## src/hdl/lsu_pkg.sv

```systemverilog
// shared types, codes and helper functions of the load/store unit
package lsu_pkg;

    localparam int REG_COUNT = 32;
    localparam int REG_AW = $clog2(REG_COUNT);

    localparam logic [1:0] OP_INSTR = 2'd0;
    localparam logic [1:0] OP_RDATA = 2'd1;
    localparam logic [1:0] OP_SETREG = 2'd2;

    localparam logic [3:0] K_LBZ = 4'd0;
    localparam logic [3:0] K_LHA = 4'd1;
    localparam logic [3:0] K_LHZ = 4'd2;
    localparam logic [3:0] K_LWZ = 4'd3;
    localparam logic [3:0] K_STB = 4'd4;
    localparam logic [3:0] K_STH = 4'd5;
    localparam logic [3:0] K_STW = 4'd6;
    localparam logic [3:0] K_LHBRX = 4'd7;
    localparam logic [3:0] K_LWBRX = 4'd8;
    localparam logic [3:0] K_STHBRX = 4'd9;
    localparam logic [3:0] K_STWBRX = 4'd10;
    localparam logic [3:0] K_LMW = 4'd11;
    localparam logic [3:0] K_STMW = 4'd12;
    localparam logic [3:0] K_LWARX = 4'd13;
    localparam logic [3:0] K_STWCX = 4'd14;
    localparam logic [3:0] K_NONE = 4'd15;

    localparam logic [1:0] MEM_NONE = 2'd0;
    localparam logic [1:0] MEM_READ = 2'd1;
    localparam logic [1:0] MEM_WRITE = 2'd2;

    localparam logic [1:0] SIZE_B = 2'd0;
    localparam logic [1:0] SIZE_H = 2'd1;
    localparam logic [1:0] SIZE_W = 2'd2;

    localparam logic [31:0] NO_RESERVATION = 32'hFFFF_FFFF;
    localparam logic [3:0] CR0_EQ = 4'd2;

    typedef struct packed {
        logic [1:0] op;
        logic [3:0] kind;
        logic upd;
        logic idx;
        logic [1:0] size;
        logic [4:0] t;
        logic [4:0] a;
        logic [4:0] b;
        logic [15:0] disp;
        logic [31:0] data;
        logic so;
    } item_t;

    typedef struct packed {
        logic [1:0] mem_op;
        logic [31:0] mem_address;
        logic [1:0] mem_size;
        logic [31:0] mem_write_data;
        logic reg_write_valid;
        logic [4:0] reg_index;
        logic [31:0] reg_value;
        logic cr0_valid;
        logic [3:0] cr0_bits;
        logic last;
    } result_t;

    function automatic logic [31:0] swap16(input logic [31:0] v);
        swap16 = {16'd0, v[7:0], v[15:8]};
    endfunction

    function automatic logic [31:0] swap32(input logic [31:0] v);
        swap32 = {v[7:0], v[15:8], v[23:16], v[31:24]};
    endfunction

endpackage

```

## src/hdl/lsu_ram.sv

```systemverilog
// generic single-write, single-read RAM with registered read data
module lsu_ram #(
    parameter int WIDTH = 32,
    parameter int DEPTH = 32
) (
    input  logic                     clk,
    input  logic                     we,
    input  logic [$clog2(DEPTH)-1:0] waddr,
    input  logic [WIDTH-1:0]         wdata,
    input  logic [$clog2(DEPTH)-1:0] raddr,
    output logic [WIDTH-1:0]         rdata
);

    logic [WIDTH-1:0] mem [DEPTH];

    always_ff @(posedge clk)
    begin
        if (we)
        begin
            mem[waddr] <= wdata;
        end
        rdata <= mem[raddr];
    end

endmodule

```

## src/hdl/lsu_front.sv

```systemverilog
// request decode and two-entry queue toward the execution side
module lsu_front (
    input  logic                 clk,
    input  logic                 rst_n,
    input  logic                 s_tvalid,
    output logic                 s_tready,
    input  logic [71:0]          s_tdata,
    input  logic [1:0]           s_tuser,
    output logic                 q_valid,
    input  logic                 q_ready,
    output lsu_pkg::item_t       q_item
);

    lsu_pkg::item_t dec;
    lsu_pkg::item_t buf_reg [2];
    logic wp_reg, wp_next, rp_reg, rp_next;
    logic [1:0] cnt_reg, cnt_next;
    logic push, pop;

    always_comb
    begin
        dec.op = s_tuser;
        dec.kind = s_tdata[3:0];
        dec.upd = s_tdata[4];
        dec.idx = s_tdata[5];
        dec.t = s_tdata[10:6];
        dec.a = s_tdata[15:11];
        dec.b = s_tdata[20:16];
        dec.disp = s_tdata[36:21];
        dec.data = s_tdata[68:37];
        dec.so = s_tdata[69];
        // normalized addressing form per access kind
        if (dec.kind >= lsu_pkg::K_LHBRX)
        begin
            dec.upd = 1'b0;
            dec.idx = !(dec.kind == lsu_pkg::K_LMW || dec.kind == lsu_pkg::K_STMW);
        end
        unique case (dec.kind)
            lsu_pkg::K_LBZ, lsu_pkg::K_STB: dec.size = lsu_pkg::SIZE_B;
            lsu_pkg::K_LHA, lsu_pkg::K_LHZ, lsu_pkg::K_STH, lsu_pkg::K_LHBRX,
            lsu_pkg::K_STHBRX: dec.size = lsu_pkg::SIZE_H;
            default: dec.size = lsu_pkg::SIZE_W;
        endcase
    end

    assign s_tready = (cnt_reg != 2'd2);
    assign q_valid = (cnt_reg != 2'd0);
    assign q_item = buf_reg[rp_reg];
    assign push = s_tvalid && s_tready;
    assign pop = q_valid && q_ready;

    always_comb
    begin
        wp_next = push ? !wp_reg : wp_reg;
        rp_next = pop ? !rp_reg : rp_reg;
        cnt_next = cnt_reg + {1'b0, push} - {1'b0, pop};
    end

    always_ff @(posedge clk)
    begin
        if (push)
        begin
            buf_reg[wp_reg] <= dec;
        end
    end

    always_ff @(posedge clk or negedge rst_n)
    begin
        if (!rst_n)
        begin
            wp_reg <= 1'b0;
            rp_reg <= 1'b0;
            cnt_reg <= 2'd0;
        end
        else
        begin
            wp_reg <= wp_next;
            rp_reg <= rp_next;
            cnt_reg <= cnt_next;
        end
    end

endmodule

```

## src/hdl/lsu_back.sv

```systemverilog
// execution side: register file, address generation, sequencing and result register
module lsu_back (
    input  logic                 clk,
    input  logic                 rst_n,
    input  logic                 q_valid,
    output logic                 q_ready,
    input  lsu_pkg::item_t       q_item,
    output logic                 out_valid,
    input  logic                 out_ready,
    output lsu_pkg::result_t     out_res
);

    typedef enum logic [2:0] {
        S_IDLE, S_RA, S_RB, S_RT, S_EA, S_EXEC, S_MRD, S_MOUT
    } state_t;

    state_t state_reg, state_next;
    lsu_pkg::item_t it_reg, it_next;
    logic [31:0] ra_reg, ra_next, rb_reg, rb_next, rt_reg, rt_next, ea_reg, ea_next;
    logic [4:0] cur_reg, cur_next;
    logic [31:0] maddr_reg, maddr_next;
    logic [lsu_pkg::REG_COUNT-1:0] vbits_reg, vbits_next;
    logic rvalid_reg;
    logic [3:0] pkind_reg, pkind_next;
    logic [4:0] pdest_reg, pdest_next;
    logic [5:0] pcnt_reg, pcnt_next;
    logic res_held_reg, res_held_next;
    logic [31:0] res_addr_reg, res_addr_next;
    logic ov_reg, ov_next;
    lsu_pkg::result_t out_reg, out_next;

    logic we;
    logic [lsu_pkg::REG_AW-1:0] waddr, raddr;
    logic [31:0] wdata, ram_rdata, rdata_eff, base, v;
    logic out_free, ok;

    lsu_ram #(.WIDTH(32), .DEPTH(lsu_pkg::REG_COUNT)) u_gpr (
        .clk(clk), .we(we), .waddr(waddr), .wdata(wdata),
        .raddr(raddr), .rdata(ram_rdata)
    );

    assign rdata_eff = rvalid_reg ? ram_rdata : 32'd0;
    assign out_valid = ov_reg;
    assign out_res = out_reg;

    always_comb
    begin
        state_next = state_reg;
        it_next = it_reg;
        ra_next = ra_reg;
        rb_next = rb_reg;
        rt_next = rt_reg;
        ea_next = ea_reg;
        cur_next = cur_reg;
        maddr_next = maddr_reg;
        vbits_next = vbits_reg;
        pkind_next = pkind_reg;
        pdest_next = pdest_reg;
        pcnt_next = pcnt_reg;
        res_held_next = res_held_reg;
        res_addr_next = res_addr_reg;
        out_next = out_reg;
        out_free = !ov_reg || out_ready;
        ov_next = ov_reg && !out_ready;
        q_ready = 1'b0;
        we = 1'b0;
        waddr = it_reg.a;
        wdata = ea_reg;
        raddr = it_reg.a;
        ok = res_held_reg && (ea_reg == res_addr_reg);
        base = it_reg.idx ? rb_reg : {{16{it_reg.disp[15]}}, it_reg.disp};
        unique case (pkind_reg)
            lsu_pkg::K_LBZ: v = {24'd0, it_reg.data[7:0]};
            lsu_pkg::K_LHA: v = {{16{it_reg.data[15]}}, it_reg.data[15:0]};
            lsu_pkg::K_LHZ: v = {16'd0, it_reg.data[15:0]};
            lsu_pkg::K_LHBRX: v = lsu_pkg::swap16(it_reg.data);
            lsu_pkg::K_LWBRX: v = lsu_pkg::swap32(it_reg.data);
            default: v = it_reg.data;
        endcase

        unique case (state_reg)
            S_IDLE:
            begin
                if (q_valid)
                begin
                    q_ready = 1'b1;
                    it_next = q_item;
                    unique case (q_item.op)
                        lsu_pkg::OP_INSTR:
                        begin
                            pcnt_next = 6'd0;
                            if (q_item.kind != lsu_pkg::K_NONE)
                            begin
                                state_next = S_RA;
                            end
                        end
                        lsu_pkg::OP_RDATA:
                        begin
                            if (pcnt_reg != 6'd0)
                            begin
                                state_next = S_EXEC;
                            end
                        end
                        lsu_pkg::OP_SETREG: state_next = S_EXEC;
                        default: state_next = S_IDLE;
                    endcase
                end
            end
            S_RA:
            begin
                raddr = it_reg.a;
                state_next = S_RB;
            end
            S_RB:
            begin
                raddr = it_reg.b;
                ra_next = rdata_eff;
                state_next = S_RT;
            end
            S_RT:
            begin
                raddr = it_reg.t;
                rb_next = rdata_eff;
                state_next = S_EA;
            end
            S_EA:
            begin
                rt_next = rdata_eff;
                ea_next = (it_reg.upd || it_reg.a != 5'd0) ? base + ra_reg : base;
                state_next = S_EXEC;
            end
            S_EXEC:
            begin
                if (out_free)
                begin
                    out_next = '0;
                    out_next.last = 1'b1;
                    ov_next = 1'b1;
                    state_next = S_IDLE;
                    unique case (it_reg.op)
                        lsu_pkg::OP_RDATA:
                        begin
                            we = 1'b1;
                            waddr = pdest_reg;
                            wdata = v;
                            out_next.reg_write_valid = 1'b1;
                            out_next.reg_index = pdest_reg;
                            out_next.reg_value = v;
                            pdest_next = pdest_reg + 5'd1;
                            pcnt_next = pcnt_reg - 6'd1;
                        end
                        lsu_pkg::OP_SETREG:
                        begin
                            we = 1'b1;
                            waddr = it_reg.t;
                            wdata = it_reg.data;
                            out_next.reg_write_valid = 1'b1;
                            out_next.reg_index = it_reg.t;
                            out_next.reg_value = it_reg.data;
                        end
                        default:
                        begin
                            unique case (it_reg.kind)
                                lsu_pkg::K_LMW, lsu_pkg::K_STMW:
                                begin
                                    ov_next = ov_reg && !out_ready;
                                    cur_next = it_reg.t;
                                    maddr_next = ea_reg;
                                    state_next = S_MRD;
                                    if (it_reg.kind == lsu_pkg::K_LMW)
                                    begin
                                        pkind_next = it_reg.kind;
                                        pdest_next = it_reg.t;
                                        pcnt_next = 6'd32 - {1'b0, it_reg.t};
                                    end
                                end
                                lsu_pkg::K_STWCX:
                                begin
                                    res_held_next = 1'b0;
                                    res_addr_next = lsu_pkg::NO_RESERVATION;
                                    out_next.cr0_valid = 1'b1;
                                    out_next.cr0_bits = (ok ? lsu_pkg::CR0_EQ : 4'd0)
                                                        | {3'd0, it_reg.so};
                                    if (ok)
                                    begin
                                        out_next.mem_op = lsu_pkg::MEM_WRITE;
                                        out_next.mem_address = ea_reg;
                                        out_next.mem_size = lsu_pkg::SIZE_W;
                                        out_next.mem_write_data = rt_reg;
                                    end
                                end
                                lsu_pkg::K_STB, lsu_pkg::K_STH, lsu_pkg::K_STW,
                                lsu_pkg::K_STHBRX, lsu_pkg::K_STWBRX:
                                begin
                                    out_next.mem_op = lsu_pkg::MEM_WRITE;
                                    out_next.mem_address = ea_reg;
                                    out_next.mem_size = it_reg.size;
                                    unique case (it_reg.kind)
                                        lsu_pkg::K_STB:
                                            out_next.mem_write_data = {24'd0, rt_reg[7:0]};
                                        lsu_pkg::K_STH:
                                            out_next.mem_write_data = {16'd0, rt_reg[15:0]};
                                        lsu_pkg::K_STHBRX:
                                            out_next.mem_write_data = lsu_pkg::swap16(rt_reg);
                                        lsu_pkg::K_STWBRX:
                                            out_next.mem_write_data = lsu_pkg::swap32(rt_reg);
                                        default: out_next.mem_write_data = rt_reg;
                                    endcase
                                    we = it_reg.upd;
                                    out_next.reg_write_valid = it_reg.upd;
                                    out_next.reg_index = it_reg.upd ? it_reg.a : 5'd0;
                                    out_next.reg_value = it_reg.upd ? ea_reg : 32'd0;
                                end
                                default:
                                begin
                                    pkind_next = it_reg.kind;
                                    pdest_next = it_reg.t;
                                    pcnt_next = 6'd1;
                                    if (it_reg.kind == lsu_pkg::K_LWARX)
                                    begin
                                        res_held_next = 1'b1;
                                        res_addr_next = ea_reg;
                                    end
                                    out_next.mem_op = lsu_pkg::MEM_READ;
                                    out_next.mem_address = ea_reg;
                                    out_next.mem_size = it_reg.size;
                                    we = it_reg.upd;
                                    out_next.reg_write_valid = it_reg.upd;
                                    out_next.reg_index = it_reg.upd ? it_reg.a : 5'd0;
                                    out_next.reg_value = it_reg.upd ? ea_reg : 32'd0;
                                end
                            endcase
                        end
                    endcase
                end
            end
            S_MRD:
            begin
                raddr = cur_reg;
                state_next = S_MOUT;
            end
            S_MOUT:
            begin
                // keep the word on the read port while the result waits
                raddr = cur_reg;
                if (out_free)
                begin
                    out_next = '0;
                    ov_next = 1'b1;
                    out_next.mem_address = maddr_reg;
                    out_next.mem_size = lsu_pkg::SIZE_W;
                    if (it_reg.kind == lsu_pkg::K_STMW)
                    begin
                        out_next.mem_op = lsu_pkg::MEM_WRITE;
                        out_next.mem_write_data = rdata_eff;
                    end
                    else
                    begin
                        out_next.mem_op = lsu_pkg::MEM_READ;
                    end
                    out_next.last = (cur_reg == 5'd31);
                    if (cur_reg == 5'd31)
                    begin
                        state_next = S_IDLE;
                    end
                    else
                    begin
                        cur_next = cur_reg + 5'd1;
                        maddr_next = maddr_reg + 32'd4;
                        state_next = S_MRD;
                    end
                end
            end
            default: state_next = S_IDLE;
        endcase

        if (we)
        begin
            vbits_next[waddr] = 1'b1;
        end
    end

    always_ff @(posedge clk)
    begin
        it_reg <= it_next;
        ra_reg <= ra_next;
        rb_reg <= rb_next;
        rt_reg <= rt_next;
        ea_reg <= ea_next;
        cur_reg <= cur_next;
        maddr_reg <= maddr_next;
        out_reg <= out_next;
    end

    always_ff @(posedge clk or negedge rst_n)
    begin
        if (!rst_n)
        begin
            state_reg <= S_IDLE;
            vbits_reg <= '0;
            rvalid_reg <= 1'b0;
            pkind_reg <= 4'd0;
            pdest_reg <= 5'd0;
            pcnt_reg <= 6'd0;
            res_held_reg <= 1'b0;
            res_addr_reg <= lsu_pkg::NO_RESERVATION;
            ov_reg <= 1'b0;
        end
        else
        begin
            state_reg <= state_next;
            vbits_reg <= vbits_next;
            rvalid_reg <= vbits_reg[raddr];
            pkind_reg <= pkind_next;
            pdest_reg <= pdest_next;
            pcnt_reg <= pcnt_next;
            res_held_reg <= res_held_next;
            res_addr_reg <= res_addr_next;
            ov_reg <= ov_next;
        end
    end

endmodule

```

## src/hdl/powerpc_load_store_unit.sv

```systemverilog
// PowerPC integer load/store unit top level
// A two-entry queue decouples request decode from execution. An instruction reads its rA, rB
// and rS operands one per cycle through the single read port of the register file; lmw/stmw
// then take one register-file read per word. Results sit in one output register so the next
// request proceeds while a result waits. Registers read as zero until first written.
module powerpc_load_store_unit (
    input  logic         clk,
    input  logic         rst_n,
    input  logic         s_tvalid,
    output logic         s_tready,
    // access_kind, update_form, indexed_form, target_reg, base_reg, index_reg,
    // displacement, data_value, overflow_summary
    input  logic [71:0]  s_tdata,
    // operation
    input  logic [1:0]   s_tuser,
    output logic         m_tvalid,
    input  logic         m_tready,
    // mem_address, mem_size, mem_write_data, reg_write_valid, reg_index, reg_value,
    // cr0_valid, cr0_bits
    output logic [111:0] m_tdata,
    // mem_op
    output logic [1:0]   m_tuser,
    output logic         m_tlast
);

    logic q_valid, q_ready;
    lsu_pkg::item_t q_item;
    lsu_pkg::result_t res;

    lsu_front u_front (
        .clk(clk), .rst_n(rst_n),
        .s_tvalid(s_tvalid), .s_tready(s_tready), .s_tdata(s_tdata), .s_tuser(s_tuser),
        .q_valid(q_valid), .q_ready(q_ready), .q_item(q_item)
    );

    lsu_back u_back (
        .clk(clk), .rst_n(rst_n),
        .q_valid(q_valid), .q_ready(q_ready), .q_item(q_item),
        .out_valid(m_tvalid), .out_ready(m_tready), .out_res(res)
    );

    assign m_tuser = res.mem_op;
    assign m_tlast = res.last;
    assign m_tdata = {3'd0, res.cr0_bits, res.cr0_valid, res.reg_value, res.reg_index,
                      res.reg_write_valid, res.mem_write_data, res.mem_size,
                      res.mem_address};

`ifndef SYNTHESIS
    a_cr0_last: assert property (@(posedge clk) disable iff (!rst_n)
        m_tvalid && res.cr0_valid |-> m_tlast)
        else $error("cr0 result not final");
    a_noop_addr: assert property (@(posedge clk) disable iff (!rst_n)
        m_tvalid && res.mem_op == lsu_pkg::MEM_NONE |-> res.mem_address == 32'd0)
        else $error("address on result without access");
    a_regwr_store: assert property (@(posedge clk) disable iff (!rst_n)
        m_tvalid && res.cr0_valid |-> !res.reg_write_valid)
        else $error("stwcx wrote a register");
`endif

endmodule

```

## config.mk

```make
export PLATFORM = sky130hd
export DESIGN_NAME = powerpc_load_store_unit
export DESIGN_NICKNAME = d
export VERILOG_FILES = /design/src/hdl/lsu_pkg.sv /design/src/hdl/lsu_ram.sv /design/src/hdl/lsu_front.sv /design/src/hdl/lsu_back.sv /design/src/hdl/powerpc_load_store_unit.sv
export SDC_FILE = /design/constraint.sdc
export NUM_CORES = 2
export LEC_CHECK = 0
export BUFFER_PORTS_ARGS = -buffer_cell sky130_fd_sc_hd__buf_4
export CORE_UTILIZATION = 56
export CTS_BUF_LIST = sky130_fd_sc_hd__clkbuf_8 sky130_fd_sc_hd__clkbuf_16
export DETAILED_ROUTE_END_ITERATION = 10
export PLACE_DENSITY = 0.76
export SLEW_MARGIN = 0
export SYNTH_ARGS = -nofsm -noshare
export SYNTH_HDL_FRONTEND = slang
export SYNTH_HIERARCHICAL = 1
export SYNTH_SLANG_ARGS = --single-unit
export TNS_END_PERCENT = 10
```

## constraint.sdc

```tcl
create_clock -name clk -period 6.7 [get_ports clk]
set_clock_uncertainty 0.2 [all_clocks]
set_input_delay 1.34 -clock clk [delete_from_list [all_inputs] [get_ports clk]]
set_output_delay 1.34 -clock clk [all_outputs]
set_load 0.05 [all_outputs]
```

Yosys cells after proc, flatten, opt, wreduce, memory -nomap -nowiden
Memory sizes are Yosys's and may differ from the RTL's. A register that Yosys moved wholly into a read port is not among the register bits.
Index checks and enable logic that the tools add are counted.

operators by class
  $add $sub $neg = 8
  $lt $le $gt $ge = 4
  equality and inequality tests = 51
  muxes and demuxes = 87
  bitwise operators = 6
  reduce and logical (&&, ||, !) cells = 40

operator list
  cell                                            count
  two-way mux 32 bit                              13
  case mux 32 bit (2 select lines)                4
  two-way mux 112 bit                             2
  case mux 112 bit (2 select lines)               1
  case mux 32 bit (5 select lines)                1
  two-way mux 68 bit                              2
  case mux 32 bit (4 select lines)                1
  case mux 36 bit (3 select lines)                1
  case mux 38 bit (2 select lines)                1
  two-way mux 5 bit                               11
  == test 4 bit (second input constant)           10
  case mux 5 bit (2 select lines)                 4
  two-way mux 38 bit                              1
  case mux 6 bit (2 select lines)                 3
  adder 32 x 3 -> 32 bit (second input constant)  1
  adder 32 bit                                    1
  == test 32 bit                                  1
  bitwise OR 32 bit                               1
  == test 4 x 3 -> 1 bit (second input constant)  7
  two-way mux 3 bit                               8
  two-way mux 6 bit                               4
  case mux 3 bit (8 select lines)                 1
  AND reduction 5 bit                             4
  two-way mux 1 bit                               17
  51 further kinds                                96

word-level totals
  register bits = 440
  RAM bits = 1,172
  word-level logic and storage cells = 237
  memories kept = 2

memories
  memory            depth  bits a word  read ports  clocked after memory_dff  wr ports  line             text
  u_back.u_gpr.mem  32     32           1           1                         1         lsu_ram.sv:14    logic [WIDTH-1:0] mem [DEPTH];
  u_front.buf_reg   2      74           1           0                         1         lsu_front.sv:15  lsu_pkg::item_t buf_reg [2];

Depth between registers and ports, before layout
  depth in word-level cells = 9
  gate-level depth with buffers = 15
  mapped depth without buffers = 12

Modules after synthesis
The synthesis kept the hierarchy.

modules (own cells, without submodules)
  module                   instances  cells each  area each (sq um)
  lsu_ram                  1          2,260       40,492.6
  lsu_back                 1          1,927       21,310.4
  lsu_front                1          267         5,844.4
  powerpc_load_store_unit  1          4           26.3

Worst setup path before layout
Ideal clock, no wire load.

  path kind = input -> register
  start = input port m_tready
  end = register u_back.out_reg (netlist bit u_back/out_res[0]) (enable)
  setup time = 0.580 ns
  arrival time = 5.995 ns
  path slack = -0.075 ns
  stages on the path = 2
  path buffers = 0
  cell sequence = nor2b_1 -> nor2_1

on the way
  longest elaborated chain between the ends = 3

RTL lines
  what                               line                           text
  start, declared                    powerpc_load_store_unit.sv:17  input logic m_tready,
  logical OR 1 bit (*)               lsu_back.sv:63                 out_free = !ov_reg || out_ready;
  != test 2 x 1 -> 1 bit (no line)   n/a
  AND reduction 3 bit (no line) (*)  n/a
  end signal, assigned               lsu_back.sv:292                out_reg <= out_next;
  end, declared                      lsu_back.sv:30                 lsu_pkg::result_t out_reg, out_next;

Every way passes the cells marked *; elsewhere a longest branch is shown, timed or not.
A chain may end at the register's enable or synchronous reset.

Final worst setup path
  start = register u_back.state_reg[2]
  end = memory u_back.u_gpr.mem[13][24] (enable)

RTL lines
  what                       line             text
  start, declared            lsu_back.sv:17   state_t state_reg, state_next;
  start signal, assigned     lsu_back.sv:311  state_reg <= state_next;
  == test 3 bit              lsu_back.sv:81   unique case (state_reg)
  two-way mux 5 bit          lsu_back.sv:81
  net u_back.waddr, one bit  lsu_back.sv:33   logic [lsu_pkg::REG_AW-1:0] waddr, raddr;
  end, declared              lsu_ram.sv:14

The timed path passes the listed nets, and every way through them passes these cells.

==> run metrics <==
Worst IR Drop VDD=436.3 uV; final hold violation count=0; largest net degree at the start of global routing=109; r2r worst-path depth=7; max reg flops=1,024; r2r startpoint=u_back/state_reg[2]; htree depth=4; Slowest cell on crit path=nor2_4; WP data required=6.96 ns; crit end category=register; CP Class=register to register; Seq cells post-synth=1,642; Ys Warns=6; area of the die=0.1222 mm^2; Post-CTS Setup Inserts=0; Iter 0 DRT Violations=5,184; antenna violations before repair=5; top cell type's share of synthesized area=67.49%; Switching Share=36.75%; headroom to the max-slew limit=8.274%; Setup TNS Final=0 ns; total power=37,190 uW; dpl hpwl=105.7 mm; post_cts resized=0; first-pass GRT wire length=245.8 mm; total track usage=27.45%; logic gate share of total power=34.7%; fraction of layout cells with a size suffix above 1=16.08%; Hold Slack=0.2568 ns; Core Util, Final=63.94%; CTS Buf Count=161; post-synthesis average cell area=15.18 um^2; status=complete, no violations; core box area=0.1198 mm^2; placer's final routability congestion estimate=0.9753; leading area contributor after synthesis=edfxtp_1; RSZ-0062 raised after global routing=no; pwr/cell area=485.5 mW/mm^2; Port Buffers=187; initial core utilization=56.48%; Hold Path Sink=u_back/vbits_reg[16]; clk buf depth=3; Lkg Pwr=0.02790 uW; IO Pins=195; Reg2Reg Capture Point=u_back/u_gpr/mem[13][24]; Final Cell Area=0.07661 mm^2; # hold bufs at CTS=0; dominant cells by area after synthesis=edfxtp_1 (67%), mux2i_1 (7.9%), dfrtp_1 (2.1%), nand2_1 (1.9%), a21oi_1 (1.6%); nets=4,807; Rows=127; hold path start=u_back/vbits_reg[16]; reg-to-reg setup timing slack=1.45 ns; slew of the pin with the lowest slew margin=1.376 ns; Pint=23,520 uW; CTS Sinks=1,642; crit-path cells=nand2_1 > nor3_1 > nand2_2 > o21ai_0 > nand3b_1 > nor2_4 > buf_4; Net Switching=13,670 uW; Syn Std Cell Area=0.06767 mm^2; drt wl/cell=26.31 um; max-capacitance violation count=0; Die Y=349.6 um; critical path's largest stage delay=1.00 ns; hold path cells=1; die width=349.6 um; final setup fails=0; Synth cell types=70; First-pass DRT Iterations=10; CTS tree=yes; via/cell ratio=6.224; Primary FF master, synth=edfxtp_1; vias in the first global route=38.22k; Post-DP Area=0.07139 mm^2; Clock power frac=23.7%; most frequent cells in the layout=edfxtp_1 (1,521), mux2i_1 (536), nand2_1 (343), buf_4 (295), a21oi_1 (215); Worst-Skew Late Latency=0.77 ns; clock root cell=clkbuf_16; crit-path max FO=22; register area share after synthesis=71.79%; Max Transition Viols Final=0; CP Launch Type=register; DR DRC count=0; Tmin final=5.251 ns; Cells after Synth=4,458; FFs w/ async S/R, synth=5.420%; fill count=8,383; DR vias=40.05k; post-route ant nets=0; Reg power frac=41.6%; crit path DAT=5.51 ns; Hold Path Class=register to register; Worst-path clk slew=0.07 ns; most common cell after layout, fill and taps aside=edfxtp_1; area grow syn2layout=13.20%; Post-synth EDFFs=1,521; Final Routed Wirelength=169.3 mm; Max Clock Freq=190.5 MHz; Final Cycle Share=78.37%; total grt overflow=0
[metrics by stage]
stage,setup WS [ns],std cells
after CTS,1.649,6432
after global routing,1.278,6432
final,1.449,6435
after detailed placement,1.270,6134
after global placement,1.336,6134
after floorplan,0.3256,4461
[layout make-up]
class                      instances  area [um^2]  area share, %
antenna                            3        7.507       0.009800
clock buffer                     174         4253          5.552
clock inverter                   124        955.9          1.248
inverter                          68        262.8         0.3430
multi-input combinational       2504        18050          23.56
sequential                      1642        48590          63.42
tap                             1612         2017          2.633
timing repair buffer             308         2475          3.231
[logic make-up (layout without fill, tap and decap cells)]
| logic type | after synthesis | in the layout | share of synthesized area (%) |
|---|---|---|---|
| adders and majority gates | 44 | 44 | 0.8246 |
| DFF | 1642 | 1642 | 71.79 |
| buffers and inverters | 315 | 674 | 2.274 |
| and+or+nand+nor | 879 | 879 | 5.702 |
| muxes | 641 | 641 | 9.951 |
| xor gates and xnor gates | 94 | 94 | 1.217 |
| AOI/OAI and AO/OA | 841 | 841 | 8.233 |
| other | 2 | 8 | 0.01110 |
[routing by layer]
metal | wire length, um | track usage, % | vias to the layer above
met3 | 15860 | 5.193 | 329
met1 | 67310 | 38.07 | 20060
li1 | - | - | 17607
met4 | 5472 | 9.703 | 4
met2 | 80630 | 43.67 | 2054
met5 | 32 | 0 | -
[worst max-delay path by stage]
stage,startpoint,cells past startpoint,endpoint
4_1_cts,u_back/state_reg[2],7,u_back/u_gpr/mem[13][6]
3_5_place_dp,m_tready,8,u_back/u_gpr/mem[13][25]
3_3_place_gp,m_tready,8,u_back/u_gpr/mem[25][13]
2_1_floorplan,u_back/state_reg[2],3,u_back/ea_reg[0]
5_1_grt,u_back/state_reg[2],10,u_back/u_gpr/mem[8][25]
6_report,u_back/state_reg[2],7,u_back/u_gpr/mem[13][24]
[Yosys cell counts (43+ instances only)]
| master | count |
|---|---|
| nor2_1 | 242 |
| a21oi_1 | 216 |
| dfrtp_1 | 57 |
| mux2_2 | 54 |
| mux2_4 | 50 |
| nor3_1 | 51 |
| a22oi_1 | 137 |
| inv_1 | 66 |
| mux2i_1 | 537 |
| clkbuf_1 | 135 |
| nand2_1 | 345 |
| nand3_1 | 127 |
| edfxtp_1 | 1521 |
| o21ai_0 | 138 |
| ha_1 | 43 |
| xnor2_1 | 54 |
| a22o_1 | 119 |
[power by group through the flow]
stage / Sequential [uW] / Combinational, uW / Clock [uW]
finish: 15500 / 12900 / 8820
global route: 15500 / 13700 / 9290
CTS: 15400 / 12800 / 8900
detailed placement: 15600 / 12700 / 0
global placement: 15600 / 12500 / 0
floorplan: 15900 / 8110 / 0
[worst max-delay path, delay by kind of cell, from the launching register on]
| family | cells | cell delay, ns |
|---|---|---|
| and+or+nand+nor | 5 | 2.92 |
| DFF | 1 | 0.86 |
| AOI/OAI and AO/OA | 1 | 0.66 |
| buffers and inverters | 1 | 0.31 |
(Power assumes the default switching activity.)
